**src/hw/rtl/mrp_ram.sv**
```systemverilog
`default_nettype none
module mrp_ram #(
	parameter int WIDTH = 32,
	parameter int DEPTH = 64
) (
	input  wire logic                     clk,
	input  wire logic                     we,
	input  wire logic [$clog2(DEPTH)-1:0] waddr,
	input  wire logic [WIDTH-1:0]         wdata,
	input  wire logic [$clog2(DEPTH)-1:0] raddr,
	output logic      [WIDTH-1:0]         rdata
);

	logic [WIDTH-1:0] mem_q [DEPTH];

	always_ff @(posedge clk) begin
		if (we)
			mem_q[waddr] <= wdata;
		rdata <= mem_q[raddr];
	end

endmodule
`default_nettype wire

```
**config.mk**
```make
export PLATFORM = sky130hd
export DESIGN_NAME = mrp_ram
export DESIGN_NICKNAME = d
export VERILOG_FILES = /design/src/hw/rtl/mrp_ram.sv
export SDC_FILE = /design/constraint.sdc
export NUM_CORES = 2
export LEC_CHECK = 0
export BUFFER_PORTS_ARGS = -buffer_cell sky130_fd_sc_hd__buf_4
export CAP_MARGIN = 10
export CORE_MARGIN = 2
export CORE_UTILIZATION = 38
export CTS_CLUSTER_DIAMETER = 200
export DETAILED_ROUTE_END_ITERATION = 8
export GPL_ROUTABILITY_DRIVEN = 0
export GPL_TIMING_DRIVEN = 1
export PLACE_DENSITY_LB_ADDON = 0.12
export SLEW_MARGIN = 30
export SYNTH_ARGS = -nofsm -noshare
export SYNTH_HDL_FRONTEND = slang
export SYNTH_SLANG_ARGS = --single-unit
```
**constraint.sdc**
```tcl
create_clock -name clk -period 3.9 [get_ports clk]
set_input_delay 0.78 -clock clk [delete_from_list [all_inputs] [get_ports clk]]
set_output_delay 0.78 -clock clk [all_outputs]
set_load 0.005 [all_outputs]
```
# Word-level counts from Yosys, hierarchy flattened
# Memories as Yosys holds them, arrays and structs flattened. A register that Yosys moved wholly into a read port is not among the register bits.
# Index checks and enable logic that the tools add are counted.
totals:
  ram_bits: 2048
  latch_bits: 0
  n_memories: 1
  mem_bits_ro: 0
  reg_bits: 0
mem_list:
  columns: ["name", "depth", "word_bits", "rd", "rd_clocked_by_memory_dff", "wr", "line_no", "rtl"]
  rows:
  - ["mem_q", 64, 32, 1, 1, 1, "14", "logic [WIDTH-1:0] mem_q [DEPTH];"]
classes:
  n_eq_ne: 0
  n_reduce_logical: 0
  addsub: 0
  bitwise_logic: 0
  div: 0
  n_lt_le_gt_ge: 0
  shifts: 0
  n_mux: 2
  mul: 0
ops:
  columns: ["cell", "count"]
  rows:
  - ["2-to-1 mux 1 bit", 2]

# Logic depth before layout (Yosys ltp)
logic_depth:
  depth_word: 2
  depth_mapped: 10
  depth_no_buf: 5

# Worst setup path after synthesis
# OpenSTA, ideal clock, no wires.
synth_path:
  path_type: "input to register"
  startpoint: "in waddr[3]"
  endpoint: "mem mem_q[48][0], enable pin"
  arrival_ps: 3479
  cell_stages: 4
  path_slack_ps: -40
  path_cell_list: "clkbuf_1 nor2b_1 nand4b_1 nor3_1"
synth_lines:
  columns: ["element", "line_no", "rtl"]
  rows:
  - ["start, declared", "8", "input wire logic [$clog2(DEPTH)-1:0] waddr,"]
  - ["end, declared", "14", null]
# Straight into the memory's write port.

==> impl_metrics.env <==
export IMPL_arrival_ns=3.43
export IMPL_end_kind="flop"
export IMPL_grt_max_degree=65
export IMPL_status="finished, final reports clean"
export IMPL_max_cap_violations=0
export IMPL_path_cells="buf_8 > buf_12 > mux4_2 > mux4_2 > o22ai_1 > nor2_1"
export IMPL_die_area_mm2=0.2103
export IMPL_clkPwrFrac=0.435
export IMPL_fmax_mhz=363.4
export IMPL_drc=0
export IMPL_ys_seq_area_frac=0.7914
export IMPL_synth_cells=3324
export IMPL_cts_buffer_depth=3
export IMPL_leakage_nw=28.61
export IMPL_layout_common_cells="edfxtp_1, mux4_2, buf_4, clkbuf_16, mux2i_1"
export IMPL_r2r_start="mem_q[0][12]"
export IMPL_fin_crit_sh=0.7056
export IMPL_grt_first_pass_wirelength_um=311100
export IMPL_final_min_clock_period_ns=2.752
export IMPL_cts_clk_slew_worst_paths_ns=0.06
export IMPL_ir_drop_mv=0.3292
export IMPL_worst_hold_path_type="in2reg"
export IMPL_cts_tree="yes"
export IMPL_syn_area_mm2=0.07852
export IMPL_routed_wirelength_um=224800
export IMPL_layout_commonest_cell="edfxtp_1"
export IMPL_syn_area_per_cell_um2=23.62
export IMPL_vias=37430
export IMPL_drtIter0Drc=4148
export IMPL_power_switching_mw=10.23
export IMPL_grt_overflow_total=0
export IMPL_rows=166
export IMPL_rrSetupSlack_ns=1.54
export IMPL_drive_above_1_share=0.3236
export IMPL_final_util=0.4473
export IMPL_rsz0062_at_grt="no"
export IMPL_synth_nets=3370
export IMPL_ys_warn_count=0
export IMPL_crit_top_cell="mux4_2"
export IMPL_r2r_end="rdata[12]"
export IMPL_critPathKind="in2reg"
export IMPL_setup_tns_final_ns=0
export IMPL_min_from="wdata[28]"
export IMPL_portBuffers=77
export IMPL_powerDensity_mw_per_mm2=524.9
export IMPL_worst_path_buf_inv=2
export IMPL_maxSlewHeadroom=0.3642
export IMPL_hold_path_end="mem_q[44][28]"
export IMPL_wl_per_cell_um=34.34
export IMPL_start_util=0.3830
export IMPL_ys_types=34
export IMPL_cts_inserted_buffers=216
export IMPL_syn2layout_area_growth_pct=16.78
export IMPL_postCtsSetupBuffers=0
export IMPL_clock_latency_ns=0.86
export IMPL_setup_viol=0
export IMPL_holdBufCountCts=0
export IMPL_worstMarginPinSlew_ns=0.9538
export IMPL_cp_slowest_cell="o22ai_1"
export IMPL_grt_pass1_vias=38730
export IMPL_cts_max_level=4
export IMPL_combPwrFrac=0.048
export IMPL_skew_ns=0.02999
export IMPL_placed_area_mm2=0.08442
export IMPL_dpl_hpwl_um=127200
export IMPL_p_int_mw=37.90
export IMPL_final_cell_area_mm2=0.09169
export IMPL_grt_usage=0.2142
export IMPL_dr_pass1_iters=7
export IMPL_swShare=0.2125
export IMPL_pwr_share_seq=0.517
export IMPL_antenna_found_initial=14
export IMPL_dieHeight_um=458.6
export IMPL_hold_depth=1
export IMPL_cp_top_family="multiplexers"
export IMPL_io_pins=78
export IMPL_critPathMaxStageDelay_ns=0.61
export IMPL_post_cts_resize_count=0
export IMPL_avgViaCountPerCell=5.717
export IMPL_start_kind="input port"
export IMPL_dieWidth_um=458.6
export IMPL_ctsRootBufferMaster="clkbuf_16"
export IMPL_slew_violations=0
export IMPL_cp_max_fo=48
export IMPL_ant_nets=0
export IMPL_ff2ff_path_depth=5
export IMPL_worst_path_stages=6
export IMPL_core_area_mm2=0.2050
export IMPL_clock_sinks=2080
export IMPL_nNetsFinal=3704
export IMPL_synth_ff_latch_count=2080
export IMPL_required_ns=4.58
export IMPL_finalHoldViolations=0
[flip-flops by register name, summed over array words and instances (netlist names)]
name and cells:
rdata 32, mem_q 2048
[metal layers]
layer / vias up / wire [µm] / GRT usage
met2: 1251 / 111800 / 0.3558
met5: - / 24 / 0
li1: 14990 / - / -
met1: 20870 / 94730 / 0.2949
met3: 308 / 12710 / 0.03355
met4: 6 / 5466 / 0.05743
[area by class of cell]
type	instances	area, µm²
Clock buffer	274	5824
Antenna cell	7	17.52
Sequential cell	2080	62140
Timing Repair Buffer	298	2927
Tap cell	2688	3363
Multi-Input combinational cell	1062	15990
Fill cell	16920	113300
Clock inverter	137	1429
[stage by stage]
step	instances	hold slack [ns]	setup WS, ns	total power [mW]
5_1_grt	6542	0.4159	1.118	49.57
3_5_place_dp	6128	0.7481	0.1495	27.74
4_1_cts	6539	0.3788	1.061	48.61
6_report	6546	0.4327	1.148	48.13
2_1_floorplan	3324	0.6632	0.4681	26.47
3_3_place_gp	6128	0.7772	-0.005901	27.68
[power groups by stage]
stage,Combinational (mW),Sequential [mW],Clock (mW)
2_1_floorplan,1.20,25.3,0
3_3_place_gp,2.33,25.4,0
3_5_place_dp,2.38,25.4,0
4_1_cts,2.38,24.9,21.3
5_1_grt,2.47,24.9,22.2
6_report,2.32,24.9,20.9
[synthesized netlist by cell type (all sizes together)]
master / number / share of area
a21oi: 62 / 0.0040
a22oi: 12 / 0.0011
a311oi: 8 / 0.00089
a31oi: 1 / 0.000080
a41o: 4 / 0.00051
and2: 2 / 0.00016
and3: 4 / 0.00032
buf: 108 / 0.0077
clkbuf: 74 / 0.0035
dfxtp: 32 / 0.0082
edfxtp: 2048 / 0.78
mux2i: 93 / 0.012
mux4: 544 / 0.16
nand2: 26 / 0.0012
nand2b: 8 / 0.00064
nand3: 5 / 0.00032
nand3b: 5 / 0.00048
nand4: 2 / 0.00016
nand4b: 1 / 0.00011
nor2: 137 / 0.0065
nor2b: 15 / 0.0012
nor3: 7 / 0.00045
o221ai: 27 / 0.0030
o22ai: 84 / 0.0067
o32ai: 4 / 0.00045
or2: 3 / 0.00024
or3: 3 / 0.00024
or3b: 5 / 0.00056
[worst max path at each step]
stage                         from           end
after floorplan           waddr[5]  mem_q[39][0]
after global placement    raddr[2]     rdata[24]
after detailed placement  raddr[0]      rdata[7]
after CTS                 raddr[0]      rdata[7]
after global routing      raddr[0]      rdata[7]
final                     raddr[0]     rdata[18]
[cell families after synthesis]
| kind of cell | Yosys count | share of synthesized area |
|---|---|---|
| compound gates | 202 | 0.01673 |
| buf+inv | 182 | 0.01128 |
| flops | 2080 | 0.7914 |
| mux | 637 | 0.1679 |
| simple gates | 223 | 0.01265 |
(Power assumes the default switching activity.)
