$ cat src/hw/rtl/mrp_pkg.sv
`default_nettype none
package mrp_pkg;

	localparam int MAX_POINTS = 64;
	localparam int IDX_W      = $clog2(MAX_POINTS);
	localparam int CNT_W      = IDX_W + 1;
	localparam int COORD_W    = 32;
	localparam int DIFF_W     = COORD_W + 1;
	localparam int CELL_W     = 4;
	localparam int PROD_W     = DIFF_W + CELL_W;
	localparam int KEY_W      = 32;

	typedef enum logic [2:0] {
		ST_LOAD,
		ST_QRD,
		ST_QX,
		ST_QXW,
		ST_QY,
		ST_QYW,
		ST_SCAN,
		ST_DECIDE
	} mrp_state_t;

	// floor of the square root of a small count
	function automatic logic [CELL_W-1:0] isqrt(input logic [CNT_W-1:0] n);
		logic [CELL_W-1:0] g;
		g = '0;
		for (int k = 1; k <= 8; k++) begin
			if (k * k <= int'(n))
				g = CELL_W'(k);
		end
		return g;
	endfunction

	// interleave (x even, y odd) and bit-reverse
	function automatic logic [KEY_W-1:0] rev_key(input logic [CELL_W-1:0] cx,
			input logic [CELL_W-1:0] cy);
		logic [KEY_W-1:0] m;
		logic [KEY_W-1:0] r;
		m = '0;
		for (int k = 0; k < CELL_W; k++) begin
			m[2*k]   = cx[k];
			m[2*k+1] = cy[k];
		end
		for (int k = 0; k < KEY_W; k++)
			r[k] = m[KEY_W-1-k];
		return r;
	endfunction

endpackage
`default_nettype wire

$ cat src/hw/rtl/mrp_cell_div.sv
`default_nettype none
module mrp_cell_div (
	input  wire logic                              clk,
	input  wire logic                              arst_n,
	input  wire logic                              start,
	input  wire logic [mrp_pkg::DIFF_W-1:0]        diff,
	input  wire logic [mrp_pkg::DIFF_W-1:0]        range,
	input  wire logic [mrp_pkg::CELL_W-1:0]        grid,
	output logic                                   done,
	output logic      [mrp_pkg::CELL_W-1:0]        quot
);

	logic                              busy_q;
	logic [1:0]                        step_q;
	logic [mrp_pkg::PROD_W-1:0]        rem_q;
	logic [mrp_pkg::DIFF_W-1:0]        rng_q;
	logic                              zero_q;
	logic [mrp_pkg::CELL_W-1:0]        quo_q;
	logic [mrp_pkg::PROD_W-1:0]        sub;
	logic                              ge;

	// one compare and subtract a cycle, quotient bit 3 down to 0
	assign sub = {{mrp_pkg::CELL_W{1'b0}}, rng_q} << step_q;
	assign ge  = rem_q >= sub;

	always_ff @(posedge clk or negedge arst_n) begin
		if (!arst_n) begin
			busy_q <= 1'b0;
			done   <= 1'b0;
		end else begin
			done <= 1'b0;
			if (start) begin
				busy_q <= 1'b1;
			end else if (busy_q && step_q == 2'd0) begin
				busy_q <= 1'b0;
				done   <= 1'b1;
			end
		end
	end

	always_ff @(posedge clk) begin
		if (start) begin
			rem_q  <= mrp_pkg::PROD_W'(diff) * mrp_pkg::PROD_W'(grid);
			rng_q  <= range;
			zero_q <= range == '0;
			step_q <= 2'd3;
			quo_q  <= '0;
		end else if (busy_q) begin
			if (ge && !zero_q) begin
				rem_q         <= rem_q - sub;
				quo_q[step_q] <= 1'b1;
			end
			step_q <= step_q - 2'd1;
			if (step_q == 2'd0)
				quot <= (ge && !zero_q) ? (quo_q | 4'd1) : quo_q;
		end
	end

	a_done_after_work: assert property (@(posedge clk) disable iff (!arst_n)
		done |-> $past(busy_q)) else $error("cell done without work");

endmodule
`default_nettype wire

$ cat config.mk
export PLATFORM = sky130hd
export DESIGN_NAME = mrp_cell_div
export DESIGN_NICKNAME = d
export VERILOG_FILES = /design/src/hw/rtl/mrp_pkg.sv /design/src/hw/rtl/mrp_cell_div.sv
export SDC_FILE = /design/constraint.sdc
export NUM_CORES = 1
export LEC_CHECK = 0
export ABC_AREA = 1
export ABC_CLOCK_PERIOD_IN_PS = 4400
export BUFFER_PORTS_ARGS = -buffer_cell sky130_fd_sc_hd__buf_2
export CAP_MARGIN = 40
export CORE_ASPECT_RATIO = 0.75
export CORE_MARGIN = 2
export CORE_UTILIZATION = 63
export DETAILED_ROUTE_END_ITERATION = 10
export GPL_ROUTABILITY_DRIVEN = 0
export PLACE_DENSITY = 0.83
export SLEW_MARGIN = 20
export SYNTH_ARGS = -nofsm -noshare
export SYNTH_HDL_FRONTEND = slang
export SYNTH_SLANG_ARGS = --single-unit
$ cat constraint.sdc
create_clock -name clk -period 4.4 [get_ports clk]
set_clock_uncertainty 0.2 [all_clocks]
set_input_delay 0.88 -clock clk [delete_from_list [all_inputs] [get_ports clk]]
set_output_delay 0.88 -clock clk [all_outputs]
set_load 0.005 [all_outputs]
## After elaboration in Yosys (flattened, before gate mapping)

Index checks and enable logic that the tools add are counted.

- Bits in registers: 83
- Bits in latches: 0
- Memory bits (writable): 0
- ROM bits: 0
- Output and inout port bits: 5
- Word-level logic and storage cells: 39
- Memories: 0

- Add/sub/neg operators: 2
- Multiply operators: 1
- Div/mod/pow operators: 0
- Magnitude comparators: 3
- Equal/unequal tests: 0
- Shift operators: 1
- Mux-type cells: 9
- Bitwise gates (word level): 2
- Reduce and logical (&&, ||, !) cells: 12

Operators with widths:

| kind | count |
|---|---|
| $mux W37 | 3 |
| $ge A37 B37 Y1 | 1 |
| $mul A33 B4 Y37 | 1 |
| $shl A33 B2 Y37 | 1 |
| $sub A37 B37 Y37 | 1 |
| $logic_not A33 Y1 | 1 |
| $reduce_bool A2 Y1 | 3 |
| $mux W1 | 5 |
| $or A4 B4 Y4 | 1 |
| $reduce_and A2 Y1 | 2 |
| $logic_and A1 B1 Y1 | 3 |
| $lt A2 B3 Y1 const B | 1 |
| $reduce_and A3 Y1 | 1 |
| $demux W1 S2 | 1 |
| $ge A2 B1 Y1 const B | 1 |
| $logic_not A2 Y1 | 1 |
| $sub A2 B1 Y2 const B | 1 |
| $logic_not A1 Y1 | 1 |
| $not A1 Y1 | 1 |

## Depth between registers and ports, before layout

Gate-level depths: netlist (run 1).

- Depth after elaboration: 6
- Gate-level depth with buffers: 22

## Worst setup path before layout (run 1)

OpenSTA, ideal clock, no wires.

- Path type: in2reg
- Start point: input port grid[3] in the netlist's numbering
- End point: register rem_q[34] in the netlist's numbering (data pin)
- Setup time: 0.254 ns
- Arrival: 3.854 ns
- Required time: 3.946 ns
- Setup slack: 0.092 ns
- Stages on the path: 16
- Cell sequence: clkbuf_1 -> clkbuf_1 -> nand2_1 -> fa_1 -> fa_1 -> fa_1 -> inv_1 -> nand3_1 -> nand2_1 -> a21oi_1 -> o21ai_0 -> nand2_1 -> nand2_1 -> nand2_1 -> nand3_1 -> nand2_1

- Word-level cells in the longest chain between the ends: 2

RTL lines:

| element | RTL line | RTL |
|---|---|---|
| start, declared | mrp_cell_div.sv:8 | `input wire logic [mrp_pkg::CELL_W-1:0] grid,` |
| $mul A33 B4 Y37 | mrp_cell_div.sv:43 | `rem_q <= mrp_pkg::PROD_W'(diff) * mrp_pkg::PROD_W'(grid);` |
| $mux W37 | mrp_cell_div.sv:42 | `if (start) begin` |
| end signal, assigned | mrp_cell_div.sv:43 |  |
| end signal, assigned | mrp_cell_div.sv:50 | `rem_q <= rem_q - sub;` |
| end, declared | mrp_cell_div.sv:15 | `logic [mrp_pkg::PROD_W-1:0] rem_q;` |

Every way passes these cells.
A chain may end at the register's enable or synchronous reset.

## Worst setup path in the final report (run 1)

- Start point: input port grid[1] in the netlist's numbering
- End point: register rem_q[35] in the netlist's numbering (data pin)

Same word-level chain as after synthesis.

==> results.txt, run 1 <==
- The repair_antennas step left the layout with diodes totalling 0.
- In the final layout, the share of cells above drive strength 1 is 0.0925.
* Initial Utilization: 0.652
* Register area: 0.00242 mm2
* Ports placed on the boundary: 78
- Post-Route Hold Slack: roughly 0.11 ns
- Post-layout total power: between 6 and 7 mW
- Leading cell type by number of instances after synthesis: sky130_fd_sc_hd__nand2_1
* Post-CTS setup repair buffer count: 0
* CTS sink cnt: 83
* Achievable clock frequency: about 240 MHz
- The worst setup path is launched from an input pin.
- The final hold violation count is 0.
- Worst min path class: in2async
- Reg2Reg Capture Point: rem_q[23]
* Slew Viols, Final: 0
* Share of the synthesized area in the top cell type: 0.203
- The Yosys step of the flow raised 0 warnings.
* Cts bufs inserted: 9
- Result of the run: complete, no violations
- CP Class: in2reg
- Worst-case clock buffer depth: 2
- After routing the design area is approximately 0.012 mm2.
- Power density over the cells: 530 mW/mm2
* Hold_buf cts: 0
* Pin slew with the least headroom to its limit: between 0.7 and 0.8 ns
* Reg clk slew, reported paths: about 0.060 ns
- PnR worst setup slack: approximately 0.19 ns
- Die Footprint: approximately 0.019 mm2
- From left edge to right edge, the die measures ~160 um.
- Setup-violating endpoint count in the final report: 0
* Top fanout value on the critical path: 22
- Final clock period utilization by the worst path: 0.956
- After synthesis the cells add up to around 0.011 mm2.
* Clock tree root driver cell: sky130_fd_sc_hd__clkbuf_16
- Port Buffer Count: between 70 and 80
- Summing over every cut layer, the via total after detailed routing is between 10000 and 15000.
* Minimum period implied by the final worst setup slack: between 4 and 5 ns
* Area growth syn-to-layout: 11.3%
- Data required time at the worst endpoint: 4.31 ns
- Endpoint of the most critical setup path: rem_q[35]
- Max_slew headroom: 0.533
- At the later pin of the worst-skew pair, clock insertion delay measures between 0.3 and 0.4 ns.
- For this block, the initial DRC count from the detailed router was about 1300.
- All-layer global routing usage: 0.327
* Internal reg-to-reg setup slack: roughly 0.42 ns
- Fin nets: about 2000
- Number of register bits inferred by synthesis: 83
- Post-synth EDFFs: 75
- STA classifies the critical path endpoint as a flop.
- The floorplan has 41 rows.
- After global routing the overflow that remains totals 0.
* Cell count after placement: about 2000
- Average footprint of a synthesized cell: 6.43 um2
- The first global-routing pass estimated between 40000 and 50000 um of wire.
- Critical path launch point: grid[1]
* Cells taking the most area after synthesis: sky130_fd_sc_hd__edfxtp_1 (20%), sky130_fd_sc_hd__nand2_1 (19%), sky130_fd_sc_hd__inv_1 (12%), sky130_fd_sc_hd__fa_1 (11%), sky130_fd_sc_hd__ha_1 (9.1%)
* Instance area at placement: 0.0120 mm2
* Total Routed Length: just under 30000 um
* Worst vdd rail ir drop: ~420 uV
- Core Region: approximately 0.017 mm2
* Non-filler cells in the finished layout: 2064
* Clock tree from TritonCTS: yes
- The analysis attributes to cell leakage a power of about 7.0 nW.
- Pin count of the biggest net entering global routing: 58
- Area of the multi-input gates: approximately 0.0073 mm2
* Number of remaining DRC errors: 0
- Timing analysis after detailed placement gives a worst setup slack of -0.237 ns.
- In the routed layout, each cell is associated on average with a via count of between 5 and 6.
- Async SR Flop Fraction: 0.0241
- The die is between 100 and 150 um tall.
* Post-DP HPWL: ~24000 um
- Synth top cells by count: sky130_fd_sc_hd__nand2_1 (576), sky130_fd_sc_hd__inv_1 (345), sky130_fd_sc_hd__nor2_1 (125)
- RSZ-0062 raised after global routing: false
- The tool flagged a number of max-cap violations equal to 0.
* Number of antenna violations at the first check in global routing: 0
- The via count of the first global-routing pass came to approximately 11000.
- The first detailed-routing pass took 6 iterations.
- Sequential area share after synthesis: 0.218
- Mapped Cells: 1727
* Reg-to-reg startpoint: step_q[0]
* Filler instances: approximately 1500
- Among all flip-flop cells after synthesis, the most frequent one is sky130_fd_sc_hd__edfxtp_1.
- Synthesis instantiated 37 different standard cells from the library.
* Data arrival time of the critical path: about 4 ns
* Synthesized net count: a little under 2000
* H-tree depth reported by CTS: 3
* Post-route setup TNS: 0 ns
- The worst register-to-register path has a depth of 16.
- Dividing the detail-routed wire length by the instance count gives between 10 and 15 um.
* Number of nets with antenna violations after detailed routing: 0
- Yosys top cell by area: sky130_fd_sc_hd__edfxtp_1
* Core Util, Final: 0.725
==> layout make-up <==
class | instances | share of cell area
Inverter | 345 | 0.105
Timing Repair Buffer | 124 | 0.0620
Tap cell | 236 | 0.0239
Sequential cell | 83 | 0.196
Clock buffer | 12 | 0.0226
Clock inverter | 4 | 0.00233
Multi-Input combinational cell | 1260 | 0.588
==> sequential cells by signal, indices dropped and copies added (netlist names) <==
name / flops
quot: 4
busy_q: 1
done: 1
zero_q: 1
step_q: 2
quo_q: 4
rng_q: 33
rem_q: 37
==> critical path: stages <==
cell and delay, ns:
sky130_fd_sc_hd__buf_2 0.23, sky130_fd_sc_hd__buf_4 0.22, sky130_fd_sc_hd__buf_4 0.15, sky130_fd_sc_hd__nand2_1 0.05
sky130_fd_sc_hd__inv_1 0.05, sky130_fd_sc_hd__fa_1 0.54, sky130_fd_sc_hd__inv_1 0.05, sky130_fd_sc_hd__fa_1 0.47
sky130_fd_sc_hd__inv_1 0.04, sky130_fd_sc_hd__ha_1 0.36, sky130_fd_sc_hd__nand2_1 0.13, sky130_fd_sc_hd__nor2_1 0.18
sky130_fd_sc_hd__buf_4 0.15, sky130_fd_sc_hd__nand2_1 0.09, sky130_fd_sc_hd__nor2_1 0.12, sky130_fd_sc_hd__nand2_1 0.14
sky130_fd_sc_hd__nand2_1 0.08, sky130_fd_sc_hd__nand2_1 0.04, sky130_fd_sc_hd__nand3_1 0.07, sky130_fd_sc_hd__nand2_1 0.05
==> layout by cell type (no fill, tap or decap), types with 9 or more instances in the layout <==
master                      count
sky130_fd_sc_hd__o21ai_1        9
sky130_fd_sc_hd__inv_1        345
sky130_fd_sc_hd__nand2_1      576
sky130_fd_sc_hd__nor2_1       123
sky130_fd_sc_hd__nand3_1       75
sky130_fd_sc_hd__o21ai_0      104
sky130_fd_sc_hd__edfxtp_1      75
sky130_fd_sc_hd__fa_1          63
sky130_fd_sc_hd__nand3b_1      11
sky130_fd_sc_hd__clkbuf_16     11
sky130_fd_sc_hd__xor2_1        12
sky130_fd_sc_hd__o21a_1        10
sky130_fd_sc_hd__buf_2         76
sky130_fd_sc_hd__nor3_1        12
sky130_fd_sc_hd__nand4_1       18
sky130_fd_sc_hd__a21oi_1      106
sky130_fd_sc_hd__buf_4         45
sky130_fd_sc_hd__nor4_1         9
sky130_fd_sc_hd__ha_1          80
==> where the power goes <==
part,switching [mW],leakage (nW),internal [mW],total (mW)
Clock,0.318,0.154,0.454,0.772
Combinational,2.97,5.99,1.52,4.49
Sequential,0.106,0.818,1.17,1.28
==> layer usage <==
metal	track usage	up-vias	wire (um)
met1	0.462	5099	13000
met4	0.0807	0	615
met5	0	-	0
li1	-	5610	-
met2	0.504	568	12700
met3	0.0804	61	3360
==> worst min-delay path by stage <==
stage	slack, ns	end	startpoint
after global routing	0.10	busy_q	arst_n
after detailed placement	0.22	quot[1]	quo_q[1]
final	0.11	done	arst_n
after floorplan	0.21	quot[1]	quo_q[1]
after CTS	0.11	done	arst_n
after global placement	0.21	quot[3]	quo_q[3]
==> cell families (layout without fill, tap and decap cells) <==
| group | after synthesis | after routing | share of synthesized area |
|---|---|---|---|
| and+or+nand+nor | 846 | 846 | 0.311 |
| buffers and inverters | 384 | 485 | 0.130 |
| AOI/OAI and AO/OA | 255 | 255 | 0.124 |
| adders and majority gates | 144 | 144 | 0.205 |
| DFF | 83 | 83 | 0.218 |
| xor gates and xnor gates | 14 | 14 | 0.0110 |
| muxes | 1 | 1 | 0.000902 |
==> timing repair <==
action | CTS | global route
setup endpoints to repair | 0 | 9
gates resized for setup | 0 | 10
hold endpoints to repair | 0 | 0
Power figures use the tool's default switching activity.
==> inputs of run 2 (changes only) <==
Settings changed: CORE_UTILIZATION 63 to 55, PLACE_DENSITY 0.83 to 0.74.
==> run 2 against run 1 <==
  * Non-clock buffer count down 5
  * Largest cell class unchanged
  * First-iteration DRC count is 13% lower
  * Critical path type unchanged
  * Highest routed layer unchanged
  * Sequential share of layout area up 0.11 points
==> results.txt, run 2 (synthesized netlist as in run 1, its figures left out) <==
- Hold is met by between 0.1 and 0.15 ns.
* DR vias/cell: 5.39
- The first global-routing pass estimated between 40000 and 50000 um of wire.
- Port buffering added 77 buffers.
* Final clock period utilization by the worst path: 0.944
- Number of nets with antenna violations after detailed routing: 0
- The setup check on the worst reg-to-reg path leaves a slack of between 0.3 and 0.4 ns.
* Slew Viols, Final: 0
- OpenSTA, run right after detailed placement, puts the worst setup slack at -0.126 ns.
* Minimum period implied by the final worst setup slack: about 4.2 ns
* Met2 WL post-DR: around 12000 um
- Vias in the first global route: ~10000
- The largest individual stage delay along the critical path comes from the cell sky130_fd_sc_hd__fa_1.
* Later-pin clock latency in the skew report: 0.35 ns
- Walking the worst path, the cells encountered are clkbuf_4 -> nand2_1 -> inv_1 -> fa_1 -> inv_1 -> fa_1 -> inv_1 -> ha_1 -> a21oi_1 -> o21ai_1 -> a21oi_1 -> nand3_1 -> nand2_1 -> nand3_1 -> nand3_1 -> nand2_1.
- Drt pass-1 iters: 6
- Leakage power: just under 7 nW
* Number of inserted diodes: 0
- Once placement completed, the tool counted placed cells totaling approximately 2100.
- The largest registers in the layout are rem_q x37, rng_q x33.
- The completed layout was analyzed and its total power is 6.52 mW.
- Gates resized, CTS repair: 0
* Max_slew headroom: 0.576
* H-tree depth reported by CTS: 3
- In this run, post-CTS hold repair placed 0 buffers.
- DIE WIDTH: approximately 170 um
- Counting the fill cells in the layout gives about 1900.
* Data arrival time of the critical path: 4.06 ns
- Startpoint types: input pin
* Total Routed Length: about 30000 um
- Ports placed on the boundary: a little under 80
* Clock tree from TritonCTS: yes
- Setup-violating endpoint count in the final report: 0
- CTS sink cnt: between 80 and 90
- Most frequent cells in the layout: sky130_fd_sc_hd__nand2_1 (576), sky130_fd_sc_hd__inv_1 (345), sky130_fd_sc_hd__nor2_1 (124)
- Fin nets: between 2000 and 2500
- In the final layout, the share of cells above drive strength 1 is 0.0872.
- Number of remaining DRC errors: 0
* Length in cells of the worst reg-to-reg path: 16
* Die Footprint: approximately 0.021 mm2
- The initialized floorplan defines 44 standard-cell rows.
- The region available for standard cell placement spans just under 0.02 mm2.
- Post-CTS setup repair buffer count: 0
- In this run the vertical extent of the chip is 127 um.
- After detailed routing, the average wire length per cell comes to 14.3 um.
* Clock tree root driver cell: sky130_fd_sc_hd__clkbuf_16
* PnR worst setup slack: around 0.25 ns
- By startpoint and endpoint, the worst setup path is classified as in2reg.
- Post-DP HPWL: approximately 25000 um
* Achievable clock frequency: approximately 240 MHz
- RSZ-0062 raised after global routing: false
* Crit-path max cell delay: 0.54 ns
- Max-capacitance violation count: 0
* Largest Register: rem_q
- Leaving out filler cells and counting taps, the final layout contains between 2000 and 2500.
- Worst min path class: in2async
- Final number of hold-violating endpoints: 0
- The area growth from synthesis to layout is 10.7%.
- Power density over the cells: between 500 and 600 mW/mm2
* Number of antenna violations at the first check in global routing: 0
* Max FFs per register: 37
- After detailed routing, no signal wire sits above met4.
- The worst setup path is captured at a flop.
* Data required time at the worst endpoint: between 4 and 5 ns
* Cts bufs inserted: 9
- Across all layers, the routed design uses roughly 11000 vias.
- The worst register-to-register path ends at rem_q[26].
* DR WL met3: between 3000 and 4000 um
- Counting along the longest clock path gives a buffer depth of 2.
- For this block, the initial DRC count from the detailed router was between 1000 and 1500.
* Post-route setup TNS: 0 ns
- Most common cell after layout, fill and taps aside: sky130_fd_sc_hd__nand2_1
- For this run the aggregate overflow at the end of global routing stands at 0.
- All-layer global routing usage: 0.282
- Reg clk slew, reported paths: about 0.070 ns
* Top fanout value on the critical path: 25
- The flow ran to the end, and the final reports show no timing, DRC or antenna violations.
- The worst register-to-register path begins at step_q[1].
- For this configuration, the core starts out at a cell density of 0.568.
* Worst vdd rail ir drop: 292 uV
- Pin slew with the least headroom to its limit: ~0.64 ns
- Metal1 wirelength: between 10000 and 15000 um
- Entering global routing, the biggest net connects 39 pins.
-- run 2: cell count changes in the layout (fill, tap and decap cells not counted), sizes merged --
cell and change:
buf -6, clkbuf -2, inv +5, clkinv -2
-- run 2: report_power, final --
group	internal (mW)	switching (mW)	leakage, nW	total (mW)
Clock	0.400	0.358	0.148	0.757
Combinational	1.52	2.94	5.95	4.46
Sequential	1.18	0.134	0.818	1.31
Total	3.09	3.43	6.92	6.52
-- run 2: final cells by class --
class	count	area (um2)	share of cell area
clock buffer	9	225	0.0183
clock inverter	7	63.8	0.00519
inverter	345	1290	0.105
multi-input combinational	1260	7240	0.590
sequential	83	2420	0.197
tap	253	317	0.0258
timing repair buffer	119	718	0.0585
-- run 2: worst max-delay path by stage --
stage	from	endpoint	slack [ns]	cells after the start
detailed placement	grid[1]	rem_q[34]	-0.13	18
floorplan	grid[3]	rem_q[34]	0.09	16
global placement	grid[1]	rem_q[34]	-0.07	18
finish	grid[1]	rem_q[36]	0.25	16
global route	grid[1]	rem_q[34]	0.03	18
CTS	grid[1]	rem_q[34]	0.23	18
-- run 2: critical path, delay by kind of cell --
kind                       cells  cell delay, ns
adders and majority gates      3            1.36
and+or+nand+nor                6            0.70
AOI/OAI and AO/OA              3            0.70
buffers and inverters          4            0.39
-- run 2: stage by stage --
stage / util / cell area [um2]
CTS: 0.628 / 12300
global placement: 0.613 / 12000
floorplan: - / 11100
finish: 0.629 / 12300
global route: 0.629 / 12300
detailed placement: 0.613 / 12000
-- run 2: per-layer routing --
metal	track usage	up-vias
li1	-	5595
met1	0.419	5113
met2	0.427	448
met3	0.0623	37
met4	0.0517	0
met5	0	-
==> inputs of run 3 (changes only) <==
Settings changed: RECOVER_POWER from default to 50.
==> run 3 against run 2 <==
  * Largest power group unchanged
  * Critical path type unchanged
  * Via count rose by 0.21%
  * Largest cell class unchanged
  * Flip-flop and latch count did not move
  * Clock power barely moved
  * Non-clock buffer count did not move
  * The run now ends with max-capacitance violations, max-slew violations left
  * First-iteration DRC count rose by 1.7%
  * Design area fell by 0.25%
==> results.txt, run 3 (synthesized netlist as in run 1, its figures left out) <==
- The run finished, with violations left.
* Failing checks: max-capacitance violations, max-slew violations
- IR analysis of the VDD net gives a maximum drop of 291 uV.
- Minimum period implied by the final worst setup slack: around 4.2 ns
- Area growth syn-to-layout: 10.4%
- The HPWL after detailed placement is about 25000 um.
* DR vias/cell: about 5.4
- The register with the most flip-flops in the layout has 37 of them.
- Power density over the cells: ~530 mW/mm2
* Final number of hold-violating endpoints: 0
- Number of inserted diodes: 0
* Vias in the first global route: approximately 10000
- The library cell used most frequently in the layout, excluding fill and tap cells, is sky130_fd_sc_hd__nand2_1.
* Max_slew headroom: -0.257
- Final clock period utilization by the worst path: 0.946
* Top fanout value on the critical path: 26
* Number of nets with antenna violations after detailed routing: 0
* CTS sink cnt: 83
* Kind of capture point of the worst setup path: flop
- The initial antenna violation count was 0.
* H-tree depth reported by CTS: 3
- Worst-case clock buffer depth: 2
- Entering global routing, the biggest net connects 39 pins.
* Worst min path class: in2async
- After global routing the overflow that remains totals 0.
- Clock tree from TritonCTS: yes
* Cts bufs inserted: 9
- Post-CTS timing repair inserted 0 buffers for setup.
* Clock tree root driver cell: sky130_fd_sc_hd__clkbuf_16
* Post-layout total power: roughly 6.5 mW
- For this configuration, the core starts out at a cell density of 0.568.
- DIE WIDTH: about 170 um
- DR iter-0 viols: about 1200
- The worst setup path is launched from an input pin.
- The floorplan step defined a die boundary enclosing roughly 0.021 mm2.
* Gates resized, CTS repair: 0
- For this block, the routed nets add up to just under 30000 um of wire.
- The total area inside the core boundary comes to 0.0195 mm2.
- In this run the static leakage power is 6.86 nW.
- Hold_buf cts: 0
* Achievable clock frequency: 240 MHz
- Later-pin clock latency in the skew report: 0.35 ns
* Count of standard-cell rows: 44
* Most frequent cells in the layout: sky130_fd_sc_hd__nand2_1 (576), sky130_fd_sc_hd__inv_1 (345), sky130_fd_sc_hd__nor2_1 (124)
* Largest regs: rem_q x37, rng_q x33
* Pin slew with the least headroom to its limit: roughly 1.9 ns
- Buffers placed on the I/O ports in this run total 77.
- Number of remaining DRC errors: 0
- Dividing the detail-routed wire length by the instance count gives 14.3 um.
- Data required time at the worst endpoint: about 4.3 ns
- Fraction of final layout cells with drive strength greater than 1: 0.0757
- Summing over every cut layer, the via total after detailed routing is 11217.
- The finished cells cover about 0.012 mm2.
- For the worst setup path, the data arrival time is a little over 4 ns.
* Instance area at placement: around 0.012 mm2
* Largest Register: rem_q
- Clock-pin slew was measured on the worst setup and hold paths at approximately 0.07 ns.
- Fin nets: a little over 2000
- Across the run, the number of max-cap violations was 2.
- Setup violations remaining at the end of the flow were counted as 0.
* All-layer global routing usage: 0.282
- From bottom edge to top edge, the die measures approximately 130 um.
- The worst setup path is of the in2reg kind.
- RSZ-0062 raised after global routing: false
* Drt pass-1 iters: 5
* Slew Viols, Final: around 70
* Global-route wire length before repair: 48800 um
- Ports placed on the boundary: 78
-- run 3: changes by cell type in the layout (fill, tap and decap cells not counted) --
cell	change
sky130_fd_sc_hd__clkbuf_1	+20
sky130_fd_sc_hd__buf_2	-19
sky130_fd_sc_hd__buf_4	-2
sky130_fd_sc_hd__buf_1	+1
-- run 3: worst paths after layout --
check                            end  cells past startpoint  slack (ns)      start
hold / removal                  done                      1        0.11     arst_n
hold reg to reg              quot[2]                      0        0.24   quo_q[2]
setup / recovery           rem_q[36]                     16        0.24    grid[2]
min in group clk             quot[2]                      0        0.24   quo_q[2]
setup reg to reg           rem_q[26]                     16        0.34  step_q[1]
max in group asynchronous     busy_q                      1        3.75     arst_n
-- run 3: stage by stage --
stage,hold slack (ns),setup slack [ns],util,TNS (ns),std cells
final,0.112,0.239,0.627,0,2076
after floorplan,0.208,0.0925,-,0,1727
after CTS,0.101,0.225,0.628,0,2076
after detailed placement,0.219,-0.126,0.613,-0.324,2060
after global routing,0.117,0.0184,0.627,0,2076
after global placement,0.213,-0.0651,0.613,-0.152,2060
-- run 3: metal layers --
layer  wire length, um  track usage  vias up
met1             14000        0.419     5135
met5                 0            0        -
met4               473       0.0517        0
met2             12300        0.427      450
met3              3030       0.0623       45
li1                  -            -     5587
-- run 3: layout make-up --
| class | count | area (um2) |
|---|---|---|
| Fill cell | 1865 | 7290 |
| Multi-Input combinational cell | 1260 | 7240 |
| Sequential cell | 83 | 2420 |
| Clock buffer | 9 | 225 |
| Tap cell | 253 | 317 |
| Timing Repair Buffer | 119 | 687 |
| Clock inverter | 7 | 63.8 |
| Inverter | 345 | 1290 |
-- run 3: where the power goes --
| part | total [mW] | internal (mW) | switching, mW |
|---|---|---|---|
| clock network | 0.760 | 0.400 | 0.360 |
| registers | 1.31 | 1.18 | 0.134 |
| logic | 4.45 | 1.51 | 2.94 |
| total | 6.52 | 3.09 | 3.43 |
-- run 3: critical path: stages --
cell and delay [ns]:
sky130_fd_sc_hd__clkbuf_4 0.25, sky130_fd_sc_hd__nand2_1 0.12, sky130_fd_sc_hd__inv_1 0.06, sky130_fd_sc_hd__fa_1 0.50, sky130_fd_sc_hd__inv_1 0.05, sky130_fd_sc_hd__fa_1 0.47
sky130_fd_sc_hd__inv_1 0.04, sky130_fd_sc_hd__ha_1 0.34, sky130_fd_sc_hd__a21oi_1 0.26, sky130_fd_sc_hd__o21ai_0 0.20, sky130_fd_sc_hd__a21oi_1 0.29, sky130_fd_sc_hd__nand3_1 0.25
sky130_fd_sc_hd__nand2_1 0.14, sky130_fd_sc_hd__nand3_1 0.07, sky130_fd_sc_hd__nand3_1 0.08, sky130_fd_sc_hd__nand2_1 0.05
